### config.mk
export PLATFORM = sky130hd
export DESIGN_NAME = stored_record_validator
export DESIGN_NICKNAME = d
export VERILOG_FILES = /design/src/rtl/srv_pkg.sv /design/src/rtl/srv_cfg_regs.sv /design/src/rtl/srv_check.sv /design/src/rtl/stored_record_validator.sv
export SDC_FILE = /design/constraint.sdc
export NUM_CORES = 1
export LEC_CHECK = 0
export BUFFER_PORTS_ARGS = -buffer_cell sky130_fd_sc_hd__buf_2
export CORE_ASPECT_RATIO = 0.7
export CORE_MARGIN = 3
export CORE_UTILIZATION = 50
export DETAILED_ROUTE_END_ITERATION = 6
export GPL_TIMING_DRIVEN = 0
export PLACE_DENSITY_LB_ADDON = 0.3
export SYNTH_ARGS = -nofsm -noshare
export SYNTH_HDL_FRONTEND = slang
export SYNTH_SLANG_ARGS = --single-unit
### constraint.sdc
create_clock -name clk -period 3.8 [get_ports clk]
set_input_delay 0 -clock clk [delete_from_list [all_inputs] [get_ports clk]]
set_output_delay 0 -clock clk [all_outputs]
set_load 0.01 [all_outputs]
### src/rtl/srv_pkg.sv
`timescale 1ns / 1ps
// ----------------------------------------------------------------------------
// srv_pkg
// Shared types, constants and functions for the stored record validator.
// ----------------------------------------------------------------------------
package srv_pkg;

    localparam int unsigned CFG_DATA_W = 32;
    localparam int unsigned CFG_IDX_W  = 2;
    localparam int unsigned LEN_W      = 9;

    localparam logic [CFG_IDX_W-1:0] REG_MAGIC   = 2'd0;
    localparam logic [CFG_IDX_W-1:0] REG_VERSION = 2'd1;
    localparam logic [CFG_IDX_W-1:0] REG_LENGTH  = 2'd2;

    localparam logic [31:0]      MAGIC_RESET   = 32'h4E4F_5346;
    localparam logic [31:0]      VERSION_RESET = 32'd60;
    localparam logic [LEN_W-1:0] LENGTH_RESET  = 9'd256;
    localparam logic [LEN_W-1:0] LENGTH_MIN    = 9'd8;
    localparam int unsigned      LENGTH_LIMIT  = 508;

    localparam logic [31:0] CRC_INIT = 32'hFFFF_FFFF;
    localparam logic [31:0] CRC_POLY = 32'hEDB8_8320;

    typedef enum logic [1:0] {
        CAUSE_OK          = 2'd0,
        CAUSE_BAD_MAGIC   = 2'd1,
        CAUSE_BAD_VERSION = 2'd2,
        CAUSE_BAD_CRC     = 2'd3
    } fail_cause_t;

    // Configuration as seen by the checker; length is already clamped.
    typedef struct packed {
        logic [31:0]      magic;
        logic [31:0]      version;
        logic [LEN_W-1:0] length;
    } cfg_t;

    typedef struct packed {
        logic        ok;
        fail_cause_t cause;
    } verdict_t;

    // One byte through the reflected CRC-32, eight shift steps unrolled.
    function automatic logic [31:0] crc_byte(input logic [31:0] crc_in,
                                             input logic [7:0]  data);
        logic [31:0] crc;
        crc = crc_in ^ {24'd0, data};
        for (int k = 0; k < 8; k++)
        begin
            crc = crc[0] ? ((crc >> 1) ^ CRC_POLY) : (crc >> 1);
        end
        return crc;
    endfunction

    // Little-endian byte lane of a 32-bit word.
    function automatic logic [7:0] byte_lane(input logic [31:0] word,
                                             input logic [1:0]  idx);
        logic [7:0] lane;
        case (idx)
            2'd0:    lane = word[7:0];
            2'd1:    lane = word[15:8];
            2'd2:    lane = word[23:16];
            default: lane = word[31:24];
        endcase
        return lane;
    endfunction

endpackage

### src/rtl/srv_cfg_regs.sv
`timescale 1ns / 1ps
// ----------------------------------------------------------------------------
// srv_cfg_regs
// Configuration registers with the covered length clamped to its legal range.
// ----------------------------------------------------------------------------
module srv_cfg_regs #(
    parameter int MAX_RECORD_BYTES = 512
) (
    input  logic                          clk,
    input  logic                          rst_n,
    input  logic                          cfg_we,
    input  logic [srv_pkg::CFG_IDX_W-1:0]  cfg_index,
    input  logic [srv_pkg::CFG_DATA_W-1:0] cfg_data,
    output srv_pkg::cfg_t                 cfg
);
    import srv_pkg::*;

    localparam int LEN_CAP_INT = (MAX_RECORD_BYTES - 4 > LENGTH_LIMIT) ?
                                 LENGTH_LIMIT : MAX_RECORD_BYTES - 4;
    localparam logic [LEN_W-1:0] LEN_CAP = LEN_W'(LEN_CAP_INT);

    logic [31:0]      magic_reg;
    logic [31:0]      version_reg;
    logic [LEN_W-1:0] length_reg;
    logic [LEN_W-1:0] length_eff;

    always_ff @(posedge clk or negedge rst_n)
    begin
        if (!rst_n)
        begin
            magic_reg   <= MAGIC_RESET;
            version_reg <= VERSION_RESET;
            length_reg  <= LENGTH_RESET;
        end
        else if (cfg_we)
        begin
            if (cfg_index == REG_MAGIC)
            begin
                magic_reg <= cfg_data;
            end
            if (cfg_index == REG_VERSION)
            begin
                version_reg <= cfg_data;
            end
            if (cfg_index == REG_LENGTH)
            begin
                length_reg <= cfg_data[LEN_W-1:0];
            end
        end
    end

    always_comb
    begin
        length_eff = length_reg;
        if (length_eff < LENGTH_MIN)
        begin
            length_eff = LENGTH_MIN;
        end
        if (length_eff > LEN_CAP)
        begin
            length_eff = LEN_CAP;
        end
    end

    assign cfg.magic   = magic_reg;
    assign cfg.version = version_reg;
    assign cfg.length  = length_eff;

endmodule

### src/rtl/srv_check.sv
`timescale 1ns / 1ps
// ----------------------------------------------------------------------------
// srv_check
// Record state and per-byte checks: magic, version and running CRC-32.
// ----------------------------------------------------------------------------
module srv_check (
    input  logic                clk,
    input  logic                rst_n,
    input  logic                item_present,
    input  logic                take,
    input  logic [7:0]          item_byte,
    input  logic                item_start,
    input  srv_pkg::cfg_t       cfg,
    output logic                verdict_fire,
    output srv_pkg::verdict_t   verdict
);
    import srv_pkg::*;

    logic [LEN_W-1:0] pos_reg,   pos_next;
    logic [31:0]      crc_reg,   crc_next;
    logic             magic_bad_reg,   magic_bad_next;
    logic             version_bad_reg, version_bad_next;
    logic             crc_bad_reg,     crc_bad_next;
    logic             active_reg,      active_next;

    logic [LEN_W-1:0] pos;
    logic [31:0]      crc_cur;
    logic             magic_bad, version_bad, crc_bad, active;
    logic [LEN_W:0]   pos_ext, len_ext, crc_offset;
    logic             done;

    always_comb
    begin
        // A start flag restarts every check with this byte as byte 0.
        pos         = item_start ? '0 : pos_reg;
        crc_cur     = item_start ? CRC_INIT : crc_reg;
        magic_bad   = item_start ? 1'b0 : magic_bad_reg;
        version_bad = item_start ? 1'b0 : version_bad_reg;
        crc_bad     = item_start ? 1'b0 : crc_bad_reg;
        active      = item_start | active_reg;

        pos_ext    = {1'b0, pos};
        len_ext    = {1'b0, cfg.length};
        crc_offset = pos_ext - len_ext;

        if (pos_ext < 10'd4)
        begin
            if (byte_lane(cfg.magic, pos[1:0]) != item_byte)
            begin
                magic_bad = 1'b1;
            end
        end
        else if (pos_ext < 10'd8)
        begin
            if (byte_lane(cfg.version, pos[1:0]) != item_byte)
            begin
                version_bad = 1'b1;
            end
        end

        crc_next = crc_cur;
        if (pos_ext < len_ext)
        begin
            crc_next = crc_byte(crc_cur, item_byte);
        end
        else if (pos_ext < len_ext + 10'd4)
        begin
            if (byte_lane(~crc_cur, crc_offset[1:0]) != item_byte)
            begin
                crc_bad = 1'b1;
            end
        end

        done = active && (pos_ext >= len_ext + 10'd3);

        pos_next         = done ? '0 : pos + 9'd1;
        active_next      = active && !done;
        magic_bad_next   = magic_bad;
        version_bad_next = version_bad;
        crc_bad_next     = crc_bad;

        if (magic_bad)
        begin
            verdict.cause = CAUSE_BAD_MAGIC;
        end
        else if (version_bad)
        begin
            verdict.cause = CAUSE_BAD_VERSION;
        end
        else if (crc_bad)
        begin
            verdict.cause = CAUSE_BAD_CRC;
        end
        else
        begin
            verdict.cause = CAUSE_OK;
        end
        verdict.ok   = (verdict.cause == CAUSE_OK);
        verdict_fire = item_present && done;
    end

    always_ff @(posedge clk or negedge rst_n)
    begin
        if (!rst_n)
        begin
            pos_reg         <= '0;
            crc_reg         <= CRC_INIT;
            magic_bad_reg   <= 1'b0;
            version_bad_reg <= 1'b0;
            crc_bad_reg     <= 1'b0;
            active_reg      <= 1'b0;
        end
        else if (take && active)
        begin
            pos_reg         <= pos_next;
            crc_reg         <= crc_next;
            magic_bad_reg   <= magic_bad_next;
            version_bad_reg <= version_bad_next;
            crc_bad_reg     <= crc_bad_next;
            active_reg      <= active_next;
        end
    end

endmodule

### src/rtl/stored_record_validator.sv
`timescale 1ns / 1ps
// ----------------------------------------------------------------------------
// stored_record_validator
// Checks a stored settings record byte by byte: magic, version and CRC-32.
// ----------------------------------------------------------------------------
// Throughput: one byte per clock cycle unless a byte that gives a verdict
// meets a full, stalled result register; the unrolled CRC-32 byte update is
// combinational between the input register and the state. The last stored
// CRC byte passes the input register, then its verdict the result register.
// Reset (rst_n, asynchronous, active low) loads the configuration reset values
// and closes any open record; there is no clearing pass.
// ----------------------------------------------------------------------------
module stored_record_validator #(
    parameter int MAX_RECORD_BYTES = 512
) (
    input  logic                           clk,
    input  logic                           rst_n,

    // Record byte stream.
    input  logic                           item_valid,
    output logic                           item_ready,
    input  logic [7:0]                     data_byte,
    input  logic                           record_start,

    // Verdict stream.
    output logic                           result_valid,
    input  logic                           result_ready,
    output logic                           record_ok,
    output logic [1:0]                     fail_cause,

    // Configuration write port.
    input  logic                           cfg_we,
    input  logic [srv_pkg::CFG_IDX_W-1:0]  cfg_index,
    input  logic [srv_pkg::CFG_DATA_W-1:0] cfg_data
);
    import srv_pkg::*;

    cfg_t       cfg;

    // Input register: holds one accepted byte until the checker consumes it.
    logic       in_valid_reg;
    logic [7:0] in_byte_reg;
    logic       in_start_reg;

    // Result register: holds a verdict until the consumer takes it.
    logic       out_valid_reg;
    verdict_t   out_verdict_reg;

    logic       verdict_fire;
    verdict_t   verdict;
    logic       advance;

    srv_cfg_regs #(
        .MAX_RECORD_BYTES (MAX_RECORD_BYTES)
    ) u_cfg (
        .clk       (clk),
        .rst_n     (rst_n),
        .cfg_we    (cfg_we),
        .cfg_index (cfg_index),
        .cfg_data  (cfg_data),
        .cfg       (cfg)
    );

    srv_check u_check (
        .clk          (clk),
        .rst_n        (rst_n),
        .item_present (in_valid_reg),
        .take         (advance),
        .item_byte    (in_byte_reg),
        .item_start   (in_start_reg),
        .cfg          (cfg),
        .verdict_fire (verdict_fire),
        .verdict      (verdict)
    );

    // The held byte moves on unless it produces a verdict while the result
    // register is still full and stalled. Bytes that give no verdict keep
    // flowing even while a verdict waits downstream.
    assign advance    = in_valid_reg &&
                        (!verdict_fire || !out_valid_reg || result_ready);
    assign item_ready = !in_valid_reg || advance;

    always_ff @(posedge clk or negedge rst_n)
    begin
        if (!rst_n)
        begin
            in_valid_reg <= 1'b0;
        end
        else if (item_valid && item_ready)
        begin
            in_valid_reg <= 1'b1;
        end
        else if (advance)
        begin
            in_valid_reg <= 1'b0;
        end
    end

    // Payload of the input register needs no reset.
    always_ff @(posedge clk)
    begin
        if (item_valid && item_ready)
        begin
            in_byte_reg  <= data_byte;
            in_start_reg <= record_start;
        end
    end

    always_ff @(posedge clk or negedge rst_n)
    begin
        if (!rst_n)
        begin
            out_valid_reg <= 1'b0;
        end
        else if (advance && verdict_fire)
        begin
            out_valid_reg <= 1'b1;
        end
        else if (result_ready)
        begin
            out_valid_reg <= 1'b0;
        end
    end

    always_ff @(posedge clk)
    begin
        if (advance && verdict_fire)
        begin
            out_verdict_reg <= verdict;
        end
    end

    assign result_valid = out_valid_reg;
    assign record_ok    = out_verdict_reg.ok;
    assign fail_cause   = out_verdict_reg.cause;

endmodule

; After elaboration in Yosys (flattened, before gate mapping)
; Cells that the tools add are included.
[classes]
add_sub_neg = 4
mul = 0
div_mod_pow = 0
magnitude_cmp = 7
n_eq_ne = 9
shifts = 0
n_mux = 40
bitwise = 11
reduce_logical = 23
[op_table]
columns = op, count
row1 = 32-bit 2-to-1 mux, 10
row2 = 13-bit NOT with 14-bit output, 8
row3 = 8-bit case mux with 3 select lines, 3
row4 = 8-bit 2-to-1 mux, 5
row5 = 9-bit 2-to-1 mux, 4
row6 = 32-bit NOT, 1
row7 = 32-bit by 8-bit bitwise XOR with 32-bit output, 1
row8 = 8-bit != test, 3
row9 = 9-bit by 4-bit < comparator with 1-bit output (second input constant), 2
row10 = 1-bit 2-to-1 mux, 15
row11 = 9-bit by 2-bit adder with 10-bit output (second input constant), 1
row12 = 9-bit by 3-bit adder with 10-bit output (second input constant), 1
row13 = 9-bit by 10-bit greater-or-equal comparator with 1-bit output, 1
row14 = 9-bit by 10-bit < comparator with 1-bit output, 1
row15 = 9-bit by 1-bit adder with 9-bit output (second input constant), 1
row16 = 9-bit greater-than comparator (second input constant), 1
row17 = 9-bit by 3-bit < comparator with 1-bit output (second input constant), 1
row18 = 9-bit < comparator, 1
row19 = 2-bit zero test, 4
row20 = 1-bit logical AND, 7
row21 = 2-bit by 1-bit == test with 1-bit output (second input constant), 3
row22 = 2-bit == test (second input constant), 3
row23 = 2-bit 2-to-1 mux, 3
row24 = 2-bit AND reduction, 3
row25 = other kinds (5), 11
[totals]
register_bits = 132
latch_bits = 0
ram_bits = 0
mem_bits_ro = 0
in_bits = 48
out_inout_bits = 5
elab_cells = 109
memories = 0

; Depth between registers and ports, before layout
[logic_depth]
ltp_word = 19
mapped_depth = 18
mapped_depth_nobuf = 15

; Modules after synthesis
; A second synthesis with hierarchy kept.
[unflattened]
hier_cells = 745
area_unflattened_um2 = 8180.3
[by_module_without_submodules]
columns = module, instances, cells_per_inst, area_each_um2, seq_area_each_um2
row1 = srv_check, 1, 551, 4837.1, 1166.1
row2 = srv_cfg_regs, 1, 172, 2875.3, 1853.0
row3 = stored_record_validator, 1, 22, 467.9, 410.4

; Least setup slack after synthesis
; Ideal clock, no wire load.
[synth_path]
kind = reg-to-reg
startpoint = reg u_cfg.length_reg[4]
endpoint = reg out_verdict_reg, in the netlist fail_cause[1], data pin
setup_time_ps = 259
arrival_ps = 3693
required_time_ps = 3541
setup_slack_ps = -152
path_stages_with_launch = 18
n_path_buf = 3
synth_period_minus_slack_ps = 3952
cell_sequence = dfrtp_1 > clkbuf_1 > or4_1 > nor3_1 > nor2_1 > nand2_1 > inv_1 > ha_1 > fa_1 > buf_2 > nor2b_1 > clkbuf_1 > a221oi_1 > or3_1 > nand4_1 > nor4_1 > nor3_1 > o31a_1
[synth_lines]
columns = item, line_no
row1 = from (decl), srv_cfg_regs.sv:24  ; logic [LEN_W-1:0] length_reg;
row2 = from (signal assigned), srv_cfg_regs.sv:47  ; length_reg <= cfg_data[LEN_W-1:0];
row3 = to (signal assigned), stored_record_validator.sv:129  ; out_verdict_reg <= verdict;
row4 = to (decl), stored_record_validator.sv:47  ; verdict_t out_verdict_reg;

==> summary.md <==
| Metric | Value |
|---|---|
| Peak VDD IR | 340.1 µV |
| Pre-CTS WS | -0.7933 ns |
| Mean Syn Cell Area | 11.01 µm² |
| Critical path type | reg2reg |
| Leak | 4.390 nW |
| Final setup vio count | 37 |
| Final Hold Fails | 0 |
| Routed WL per cell | 22.74 µm |
| #FFs+latches synth | 132 |
| Vias | 6771 |
| Post-Syn Nets | 817 |
| Global route overflow | 0 |
| Worst EP arrival | 4.20 ns |
| Final HPWL DP | 17090 µm |
| Post-synth EDFFs | 12 |
| Fillers | 1119 |
| Die X | 158.3 µm |
| Crit end category | flop |
| Max-slew headroom | 0.4425 |
| CP max FO | 8 |
| Layout cell share with drive strength beyond 1 | 0.4324 |
| Clock power share | 0.206 |
| IO Count | 53 |
| Most common cell after layout, fill and taps aside | mux2_2 |
| Final Skew | 0.01271 ns |
| Worst EP required | 3.98 ns |
| Largest net degree at the start of global routing | 74 |
| Die Area | 17820 µm² |
| GPL Wtd Cong | 0.9380 |
| Sequential cell fraction of total power | 0.304 |
| Worst Tran Pin Value | 0.8363 ns |
| RSZ-0062 raised after global routing | yes |
| CTS Buf Count | 17 |
| Status | finished with violations |
| Sw Share | 0.4055 |
| Violated checks | setup timing |
| Worst path slowest cell | or4_4 |
| Initial core utilization | 0.5174 |
| Clock root cell | clkbuf_16 |
| Core Rows | 38 |
| Synth-to-Final Area Change | 32.49% |
| DRT iter0 DRCs | 693 |
| Core footprint | 15690 µm² |
| Highest clock rate | 248.9 MHz |
| PD cells | 722.5 nW/µm² |
| Predominant post-synthesis flop cell | dfrtp_1 |
| Die Ht | 112.6 µm |
| Mapped cell area | 8118 µm² |
| Hold Crit Class | in2async |
| Net Switching | 0.003151 W |
| Final ANT Viol Nets | 0 |
| Initial antenna violation count | 0 |
| Async SR Flop Fraction | 0.9091 |
| Cell internal pwr | 0.004620 W |
| Vias per cell | 6.144 |
| Post-route DRC | 0 |
| Final Power | 0.007771 W |
| Vias in the first global route | 6661 |
| H-tree levels | 4 |
| First-pass GRT wire length | 37720 µm |
| Cells after Synth | 737 |
| Post-route setup slack | -0.2178 ns |
| CP peak stage delay | 0.54 ns |
| CP Launch Type | flop |
| Fin crit period | 4.018 ns |
| Post-synth cell types | 68 |
| Number of port buffers | 52 |
| Fin nets | 969 |
| Clk sinks | 132 |
| CTS tree | yes |
| CP top delay family | simple AND/OR/NAND/NOR gates |
| GRT Overall Usage | 0.2781 |
| Clock slew seen by the registers of the worst setup and hold paths | 0.07 ns |
| N_diodes | 0 |
| CP Buf/Inv Count | 3 |
| 1st-pass router iterations | 7 |
| Skew-Pair Late Insertion Delay | 0.44 ns |
| Gate power share | 0.491 |
| Max-slew violation count | 0 |
| Critical-path cell list | or4_4 > nor3_4 > nor2_2 > nand2_2 > inv_2 > ha_4 > fa_1 > buf_6 > nor2b_4 > buf_12 > a221oi_4 > or3_1 > nand4_1 > nor4_4 > nor3_2 > o31a_1 |
| Synth Warn # | 0 |
| Total wire length | 25060 µm |
| Seq/Total Area, Yosys | 0.4225 |
| Tcrit/Tclk final | 1.057 |
| Max Cap Violations | 0 |
| CTS max path bufs | 2 |
| Most frequent cells in the layout | 66 x mux2_2, 65 x dfrtp_1, 59 x xnor2_1 |
## worst reg2reg max path: stages (launching register included)
cell,delay (ns)
dfrtp_2,0.41
or4_4,0.54
nor3_4,0.15
nor2_2,0.06
nand2_2,0.11
inv_2,0.06
ha_4,0.16
fa_1,0.46
buf_6,0.15
nor2b_4,0.13
buf_12,0.15
a221oi_4,0.30
or3_1,0.15
nand4_1,0.16
nor4_4,0.42
nor3_2,0.09
o31a_1,0.25
## synthesized netlist by cell type, types with 4 or more instances
cell type	instances	area [µm²]
dfrtp_1	67	1677
mux2_2	66	743.2
xnor2_1	60	525.5
dfstp_2	53	1393
nor2_1	45	168.9
ha_1	31	387.9
inv_1	31	116.4
o21ai_0	29	145.1
nand2_1	25	93.84
xor2_1	20	175.2
a21oi_1	19	95.09
a2bb2oi_1	19	166.4
clkbuf_1	18	67.56
buf_2	17	85.08
a222oi_1	16	160.2
mux2i_1	16	160.2
nor3_1	15	75.07
o32ai_1	13	113.9
edfxtp_1	12	360.4
o21ai_1	12	60.06
or3_1	12	75.07
nor2b_1	11	68.82
o22ai_1	9	56.30
a221oi_1	8	70.07
xnor2_2	7	113.9
a31oi_1	6	37.54
buf_4	6	45.04
nand4_1	6	37.54
a21o_1	5	37.54
and3_1	5	31.28
nor4_1	5	31.28
xnor2_4	5	137.6
nand2b_1	4	25.02
nand3_1	4	20.02
nor2_2	4	25.02
nor3b_1	4	30.03
## worst paths after layout
check,start,end,slack [ns],depth (start not counted)
hold / removal,rst_n,in_valid_reg,0.06,2
min in group clk,cfg_index[0],u_cfg.version_reg[4],0.09,3
setup / recovery,u_cfg.length_reg[5],fail_cause[1],-0.22,16
setup reg to reg,u_cfg.length_reg[5],fail_cause[1],-0.22,16
hold reg to reg,u_check.crc_bad_reg,u_check.crc_bad_reg,0.50,1
max in group asynchronous,rst_n,u_check.crc_reg[16],2.96,3
## what timing repair did
| item | 4_1_cts | 5_1_grt |
|---|---|---|
| setup buffers | 19 | 18 |
| endpoints found under the hold margin | 182 | 0 |
| setup endpoints to repair | 55 | 59 |
| resized for setup | 53 | 84 |
| pin swaps | 25 | 27 |
| hold buffers | 44 | 0 |
| gates cloned | 2 | 3 |
## stage by stage
step / instance area [µm²] / hold WS [ns] / TNS, ns / cells / utilization
after floorplan: 8195 / -0.2956 / 0 / 737 / -
after global placement: 8706 / 0.1817 / -18.20 / 989 / 0.5549
after detailed placement: 8740 / -0.03178 / -21.33 / 990 / 0.5570
after CTS: 10150 / 0.08733 / -0.3457 / 1084 / 0.6470
after global routing: 10760 / 0.1172 / -7.289 / 1102 / 0.6855
final: 10760 / 0.06373 / -2.374 / 1102 / 0.6855
## power by group through the flow
stage	registers, W	clock network, W	logic, W
finish	0.00236	0.00160	0.00381
global route	0.00239	0.00167	0.00407
CTS	0.00230	0.00161	0.00325
detailed placement	0.00230	0	0.00297
global placement	0.00228	0	0.00289
floorplan	0.00218	0	0.00233
## area by class of cell
class | instances | area [µm²] | share of cell area
clock buffers | 17 | 425.4 | 0.03955
inverters | 34 | 130.1 | 0.01210
well taps | 200 | 250.2 | 0.02327
multi-input cells | 526 | 4949 | 0.4601
clock inverters | 15 | 138.9 | 0.01291
repair buffers | 136 | 1119 | 0.1040
plain buffers | 42 | 311.5 | 0.02897
flip-flops and latches | 132 | 3432 | 0.3191
## cells by family (layout without fill, tap and decap cells)
logic type | after synthesis | in the layout | share of synthesized area
AOI/OAI and AO/OA | 163 | 163 | 0.1464
and+or+nand+nor | 153 | 153 | 0.09710
DFF | 132 | 132 | 0.4225
xor gates and xnor gates | 96 | 96 | 0.1278
muxes | 82 | 82 | 0.1113
buffers and inverters | 79 | 244 | 0.04470
adders and majority gates | 32 | 32 | 0.05025
## layer usage
metal / global-route usage / vias up / share of wire
li1: - / 2993 / -
met1: 0.4176 / 3476 / 0.46
met2: 0.4161 / 267 / 0.46
met3: 0.05665 / 35 / 0.071
met4: 0.06189 / 0 / 0.011
met5: 0 / - / 0
(Power assumes the default switching activity.)
